`src/hw/rtl/apm_pkg.sv`:
```
// Shared types, constants and command codes for the audio peak and RMS meter.
`default_nettype none
package apm_pkg;

  localparam int unsigned SampleW  = 24;
  localparam int unsigned LevelW   = 23;
  localparam int unsigned SquareW  = 2 * SampleW;
  localparam int unsigned SumW     = 59;
  localparam int unsigned CountW   = 13;
  localparam int unsigned CoefW    = 16;
  localparam int unsigned RmsW     = LevelW + CoefW;
  localparam int unsigned TimeW    = 32;
  localparam int unsigned TimeAvgW = TimeW + CoefW;
  localparam int unsigned EmaW     = TimeAvgW;
  localparam int unsigned ProdW    = EmaW + CoefW;
  localparam int unsigned SqrtW    = SumW + 1;
  localparam int unsigned DivSteps  = SumW;
  localparam int unsigned SqrtSteps = SqrtW / 2;
  localparam int unsigned StepCntW  = 6;

  localparam logic [CountW-1:0]  MaxBlock   = CountW'(4096);
  localparam logic [SampleW-1:0] ClipLevel  = SampleW'(8380220);
  localparam logic [LevelW-1:0]  LevelMax   = {LevelW{1'b1}};
  localparam logic [CoefW-1:0]   TimeWeight = CoefW'(3277);
  localparam logic [CoefW-1:0]   DecayReset = CoefW'(62259);
  localparam logic [CoefW-1:0]   AlphaReset = CoefW'(2124);

  typedef enum logic [0:0] {
    REG_PEAK_DECAY = 1'b0,
    REG_RMS_ALPHA  = 1'b1
  } reg_idx_e;

  typedef struct packed {
    logic                      req_type;
    logic signed [SampleW-1:0] in_sample;
    logic signed [SampleW-1:0] out_sample;
    logic                      last_frame;
    logic [TimeW-1:0]          elapsed_ns;
  } in_word_t;

  typedef struct packed {
    logic [LevelW-1:0] in_peak_level;
    logic [LevelW-1:0] out_peak_level;
    logic [LevelW-1:0] in_rms_level;
    logic [LevelW-1:0] out_rms_level;
    logic [TimeW-1:0]  clip_total;
    logic [TimeW-1:0]  block_total;
    logic [TimeW-1:0]  time_last_ns;
    logic [TimeW-1:0]  time_avg_ns;
    logic [TimeW-1:0]  time_max_ns;
  } out_word_t;

  typedef enum logic [3:0] {
    OP_NOP,
    OP_CAPTURE,
    OP_SQUARE,
    OP_CLEAR,
    OP_ACCUM,
    OP_DIV_LOAD,
    OP_DIV_STEP,
    OP_SQRT_LOAD,
    OP_SQRT_STEP,
    OP_EMA_DIFF,
    OP_EMA_MUL,
    OP_EMA_ADD,
    OP_PEAK_MUL,
    OP_FINISH
  } op_e;

  typedef enum logic [1:0] {
    SEL_IN,
    SEL_OUT,
    SEL_TIME
  } sel_e;

  typedef struct packed {
    op_e  op;
    sel_e sel;
  } cmd_t;

  typedef struct packed {
    logic req_clear;
    logic last;
    logic out_stall;
  } status_t;

endpackage
`default_nettype wire

```
`src/hw/rtl/apm_ctrl.sv`:
```
// Sequencer for the meter: steps the datapath through each word and the end-of-block work.
`default_nettype none
module apm_ctrl (
  input  wire logic            clk_i,
  input  wire logic            rst_ni,
  input  wire logic            in_valid_i,
  output logic                 in_ready_o,
  input  wire apm_pkg::status_t status_i,
  output apm_pkg::cmd_t        cmd_o
);

  typedef enum logic [3:0] {
    S_IDLE,
    S_DECODE,
    S_ACCUM,
    S_DIV_LOAD,
    S_DIV,
    S_SQRT_LOAD,
    S_SQRT,
    S_EMA_DIFF,
    S_EMA_MUL,
    S_EMA_ADD,
    S_PEAK,
    S_FINISH
  } state_e;

  state_e                         state_q;
  apm_pkg::sel_e                  sel_q;
  logic [apm_pkg::StepCntW-1:0]   cnt_q;

  always_ff @(posedge clk_i or negedge rst_ni) begin
    if (!rst_ni) begin
      state_q <= S_IDLE;
      sel_q   <= apm_pkg::SEL_IN;
      cnt_q   <= '0;
    end else begin
      case (state_q)
        S_IDLE: begin
          if (in_valid_i) state_q <= S_DECODE;
        end
        S_DECODE: begin
          state_q <= status_i.req_clear ? S_IDLE : S_ACCUM;
        end
        S_ACCUM: begin
          sel_q   <= apm_pkg::SEL_IN;
          state_q <= status_i.last ? S_DIV_LOAD : S_IDLE;
        end
        S_DIV_LOAD: begin
          cnt_q   <= '0;
          state_q <= S_DIV;
        end
        S_DIV: begin
          cnt_q <= cnt_q + 1'b1;
          if (cnt_q == apm_pkg::StepCntW'(apm_pkg::DivSteps - 1)) state_q <= S_SQRT_LOAD;
        end
        S_SQRT_LOAD: begin
          cnt_q   <= '0;
          state_q <= S_SQRT;
        end
        S_SQRT: begin
          cnt_q <= cnt_q + 1'b1;
          if (cnt_q == apm_pkg::StepCntW'(apm_pkg::SqrtSteps - 1)) state_q <= S_EMA_DIFF;
        end
        S_EMA_DIFF: state_q <= S_EMA_MUL;
        S_EMA_MUL:  state_q <= S_EMA_ADD;
        S_EMA_ADD: begin
          case (sel_q)
            apm_pkg::SEL_IN: begin
              sel_q   <= apm_pkg::SEL_OUT;
              state_q <= S_DIV_LOAD;
            end
            apm_pkg::SEL_OUT: begin
              sel_q   <= apm_pkg::SEL_TIME;
              state_q <= S_EMA_DIFF;
            end
            default: state_q <= S_PEAK;
          endcase
        end
        S_PEAK: state_q <= S_FINISH;
        S_FINISH: begin
          if (!status_i.out_stall) state_q <= S_IDLE;
        end
        default: state_q <= S_IDLE;
      endcase
    end
  end

  always_comb begin
    cmd_o.sel = sel_q;
    case (state_q)
      S_IDLE:      cmd_o.op = in_valid_i ? apm_pkg::OP_CAPTURE : apm_pkg::OP_NOP;
      S_DECODE:    cmd_o.op = status_i.req_clear ? apm_pkg::OP_CLEAR : apm_pkg::OP_SQUARE;
      S_ACCUM:     cmd_o.op = apm_pkg::OP_ACCUM;
      S_DIV_LOAD:  cmd_o.op = apm_pkg::OP_DIV_LOAD;
      S_DIV:       cmd_o.op = apm_pkg::OP_DIV_STEP;
      S_SQRT_LOAD: cmd_o.op = apm_pkg::OP_SQRT_LOAD;
      S_SQRT:      cmd_o.op = apm_pkg::OP_SQRT_STEP;
      S_EMA_DIFF:  cmd_o.op = apm_pkg::OP_EMA_DIFF;
      S_EMA_MUL:   cmd_o.op = apm_pkg::OP_EMA_MUL;
      S_EMA_ADD:   cmd_o.op = apm_pkg::OP_EMA_ADD;
      S_PEAK:      cmd_o.op = apm_pkg::OP_PEAK_MUL;
      S_FINISH:    cmd_o.op = status_i.out_stall ? apm_pkg::OP_NOP : apm_pkg::OP_FINISH;
      default:     cmd_o.op = apm_pkg::OP_NOP;
    endcase
  end

  assign in_ready_o = (state_q == S_IDLE);

endmodule
`default_nettype wire

```
`config.mk`:
```
export PLATFORM = sky130hd
export DESIGN_NAME = apm_ctrl
export DESIGN_NICKNAME = d
export VERILOG_FILES = /design/src/hw/rtl/apm_pkg.sv /design/src/hw/rtl/apm_ctrl.sv
export SDC_FILE = /design/constraint.sdc
export NUM_CORES = 1
export LEC_CHECK = 0
export CORE_MARGIN = 2
export CORE_UTILIZATION = 60
export DETAILED_ROUTE_END_ITERATION = 8
export DONT_BUFFER_PORTS = 1
export PLACE_DENSITY = 0.77
export SKIP_CTS_REPAIR_TIMING = 1
export SLEW_MARGIN = 15
export SYNTH_ARGS = -nofsm -noshare
export SYNTH_HDL_FRONTEND = slang
export SYNTH_SLANG_ARGS = --single-unit
```
`constraint.sdc`:
```
create_clock -name clk_i -period 1.45 [get_ports clk_i]
set_input_delay 0.0725 -clock clk_i [delete_from_list [all_inputs] [get_ports clk_i]]
set_output_delay 0.0725 -clock clk_i [all_outputs]
set_load 0.02 [all_outputs]
```
==> qor.txt <==
RUN STATUS
-------------------------------------------------------------------------------------
Outcome                                                                  finished, violations left
Violations in the final reports                                          negative setup slack

YOSYS
-------------------------------------------------------------------------------------
Area share of the largest cell type after synthesis                             32.2%
Total nets after synthesis                                                        117
Synthesized cell area                                                       932 sq um
Primary flip-flop cell chosen by synthesis mapping                            dfrtp_1
Warnings, synthesis                                                                 0
EDFF count, synth                                                                   0
Gate count of the mapped netlist                                                  108
Most area-consuming cells after synthesis                                dfrtp_1 32%, o21ai_0 5.4%, nand2_1 4.4%
Fraction of synthesis flops using an asynchronous set or reset pin               100%
Fraction of the yosys area taken by sequential cells                            32.2%
Biggest area consumer among synthesized cells                                 dfrtp_1
Post-synthesis area per instance                                           8.63 sq um
Number of storage elements in the synthesis netlist                                12
Post-synthesis cell type count                                                     41

STA
-------------------------------------------------------------------------------------
Unrepaired setup endpoints after global routing                                   yes
Final Max Tran Viols                                                                0
Setup violations, final                                                             8
Time the worst path needs with I/O delays and setup                           1660 ps
Achievable Freq                                                               602 MHz
Layout Skew                                                                   1.95 ps
Fin crit share                                                                   115%
Total negative setup slack                                                    -969 ps
Final Hold Viols                                                                    0
Slew margin rel.                                                                61.8%
Final critical-path setup slack                                               -212 ps
Transition time at the pin with the least slew margin                          572 ps
Worst hold slack                                                              46.3 ps

POWER
-------------------------------------------------------------------------------------
Net switching fraction of the power                                             48.0%
Relative contribution of combinational cells to total power                     72.0%
Internal power                                                                1.89 mW
Static power due to leakage                                                  0.579 nW
Sw power                                                                      1.74 mW
Part of the power in registers                                                  20.1%
Maximum resistive drop on vdd                                                 1.88 mV
Power density of the placed cells                                        2720 nW/um^2
Clock power frac                                                                 7.9%

CRITICAL PATH
-------------------------------------------------------------------------------------
CP top delay family                                                        flip-flops
Delay of the slowest cell on the worst path                                    500 ps
Kind of end point of the critical path                                   primary output
Critical path data required time                                              1380 ps
Critical path cell sequence                                              buf_6 -> nor3_1 -> nor3b_2 -> buf_4
CP Launch Type                                                              flip-flop
Number of buffer and inverter stages on the critical path                           2
WS Path Type                                                               reg -> out
Critical path fanouts, max                                                          7
Arrival time of the worst setup path                                          1590 ps
Standard cell with the maximum stage delay on the critical path               dfrtp_2

FINISH
-------------------------------------------------------------------------------------
Number of antenna repair diodes                                                     0
Multi-input logic area                                                      649 sq um
Fraction of layout instances using a drive strength above 1                     45.9%
Final core area utilization                                                     89.8%
Final Net Count                                                                   143
FILL cells                                                                         62
Post-route standard cell area excluding fillers                            1340 sq um
Register cell area after layout                                             305 sq um
Synth-to-layout area growth                                                     43.5%

PLACED DESIGN
-------------------------------------------------------------------------------------
Post-placement setup slack                                                    46.9 ps
Gp weighted congestion                                                          0.858
Hpwl dp                                                                       1660 um
Area after detailed placement                                              1030 sq um
Number of port buffers                                                              0

FLOORPLANNING
-------------------------------------------------------------------------------------
Vertical die dimension                                                        43.4 um
Starting density of the core                                                    62.6%
Die Area                                                                   1880 sq um
Cell row count                                                                     14
Ports                                                                              13
Area of the core region                                                    1490 sq um
Die width                                                                     43.4 um

CTS
-------------------------------------------------------------------------------------
Root cell of the clock tree                                                  clkbuf_4
CTS H-tree depth                                                                    1
Source-to-sink clock delay at the later pin of the worst-skew pair             280 ps
Maximum clock insertion buffer count                                                2
Clk slew on worst S/H paths                                                     90 ps
Cts bufs inserted                                                                   3
Clock tree from TritonCTS                                                         yes
TritonCTS Sinks                                                                    12

ROUTE
-------------------------------------------------------------------------------------
Count of routing violations after the opening detailed-route iteration             60
Residual DRC                                                                        0
Drt wl/cell                                                                   23.4 um
Total number of vias                                                            1,050
Average via count per standard cell                                              7.05
Drt first pass iters                                                                4
Antenna-violating nets left                                                         0
Total routed wirelength                                                       3490 um

GLOBAL ROUTING
-------------------------------------------------------------------------------------
Global-route wire length before repair                                        3650 um
Overall overflow remaining after global route                                       0
Antenna violations before repair                                                    0
Combined global-route utilization of all metal layers                           26.4%
Via count of the first global-routing pass                                        799
Pin count of the biggest net entering global routing                               19

WORST HOLD PATH
-------------------------------------------------------------------------------------
Path class of the lowest-slack min-delay path                               in -> reg

FLOW RUN
-------------------------------------------------------------------------------------
Maximum capacitance violations                                                      0

==> metrics by stage <==
stage | total power [mW] | cells
2_1_floorplan | 1.87 | 108
3_3_place_gp | 2.33 | 128
3_5_place_dp | 2.39 | 128
4_1_cts | 2.67 | 132
5_1_grt | 3.79 | 149
6_report | 3.63 | 149
==> tightest hold or removal path, delay by kind of cell <==
kind	cells	cell delay (ps)
and+or+nand+nor	1	20
AOI/OAI and AO/OA	2	200
==> cell usage after synthesis, types with 2 or more instances <==
| cell | number |
|---|---|
| dfrtp_1 | 12 |
| nand2_1 | 11 |
| o21ai_0 | 10 |
| nor2_1 | 6 |
| a21oi_1 | 5 |
| inv_1 | 5 |
| nand3_1 | 5 |
| a211oi_1 | 3 |
| a22o_1 | 3 |
| buf_2 | 3 |
| buf_4 | 3 |
| clkbuf_1 | 3 |
| ha_1 | 3 |
| xnor2_1 | 3 |
| a31oi_1 | 2 |
| and3_1 | 2 |
| nand4_1 | 2 |
| nor3_1 | 2 |
| nor4_1 | 2 |
| o211ai_1 | 2 |
==> logic make-up (layout without fill, tap and decap cells) <==
group | count (synthesis) | in the layout | synth area share, %
fa+ha+maj | 3 | 3 | 4.03
simple gates | 40 | 40 | 24.3
buf+inv | 14 | 39 | 7.25
mux | 2 | 2 | 2.28
flops | 12 | 12 | 32.2
xor+xnor | 4 | 4 | 3.76
compound gates | 33 | 33 | 26.2
==> metal layers <==
layer | up-vias | share of wire (%) | GRT usage (%) | wire (um)
met3 | 25 | 9.0 | 5.42 | 313
met2 | 81 | 47 | 41.5 | 1640
met5 | - | 0 | 0 | 0
met4 | 0 | 6.7 | 13.3 | 233
met1 | 497 | 37 | 34.5 | 1310
li1 | 447 | - | - | -
==> cell type report <==
cell class / count / area share, %
Clock buffer: 4 / 2.71
Inverter: 5 / 2.25
Multi-Input combinational cell: 82 / 48.6
Sequential cell: 12 / 22.8
Tap cell: 16 / 1.50
Timing Repair Buffer: 30 / 22.2
==> power groups by stage <==
stage | sequential (mW) | clock (mW) | combinational [mW]
4_1_cts | 0.689 | 0.273 | 1.70
3_5_place_dp | 0.696 | 0 | 1.69
2_1_floorplan | 0.578 | 0 | 1.29
6_report | 0.731 | 0.287 | 2.61
5_1_grt | 0.748 | 0.306 | 2.73
3_3_place_gp | 0.685 | 0 | 1.65
==> cells in the final DEF, fill, tap and decap left out, types with 2 or more instances in the layout <==
cell type,n
a31oi_1,2
clkbuf_4,3
o21ai_2,2
o211ai_1,2
a22o_1,2
and3_1,2
nor2_2,2
nand4_1,2
buf_6,7
ha_1,3
nor2_4,2
dfrtp_1,8
nor3_1,2
a21oi_1,5
nor2_1,3
nand2_1,9
inv_1,3
dfrtp_2,4
a211oi_2,2
nand2_2,2
buf_4,19
nand3_1,4
o21ai_0,7
xnor2_1,3
nor4_2,2
buf_12,2
==> registers in the layout (all words and copies together), names as in the netlist <==
register	count
sel_q	2
state_q	4
cnt_q	6
==> path summary, 6_finish.rpt <==
kind                                  from         end  slack [ps]  cells after the start
worst max-delay path            state_q[2]    cmd_o[3]        -210                      4
worst min-delay path            in_valid_i  state_q[1]          50                      3
worst max register to register  state_q[2]  state_q[1]        -160                      6
worst min register to register    cnt_q[0]    cnt_q[0]         580                      2
max in group asynchronous           rst_ni  state_q[2]         830                      1
min in group asynchronous           rst_ni    cnt_q[4]         220                      1
Power figures use the tool's default switching activity.
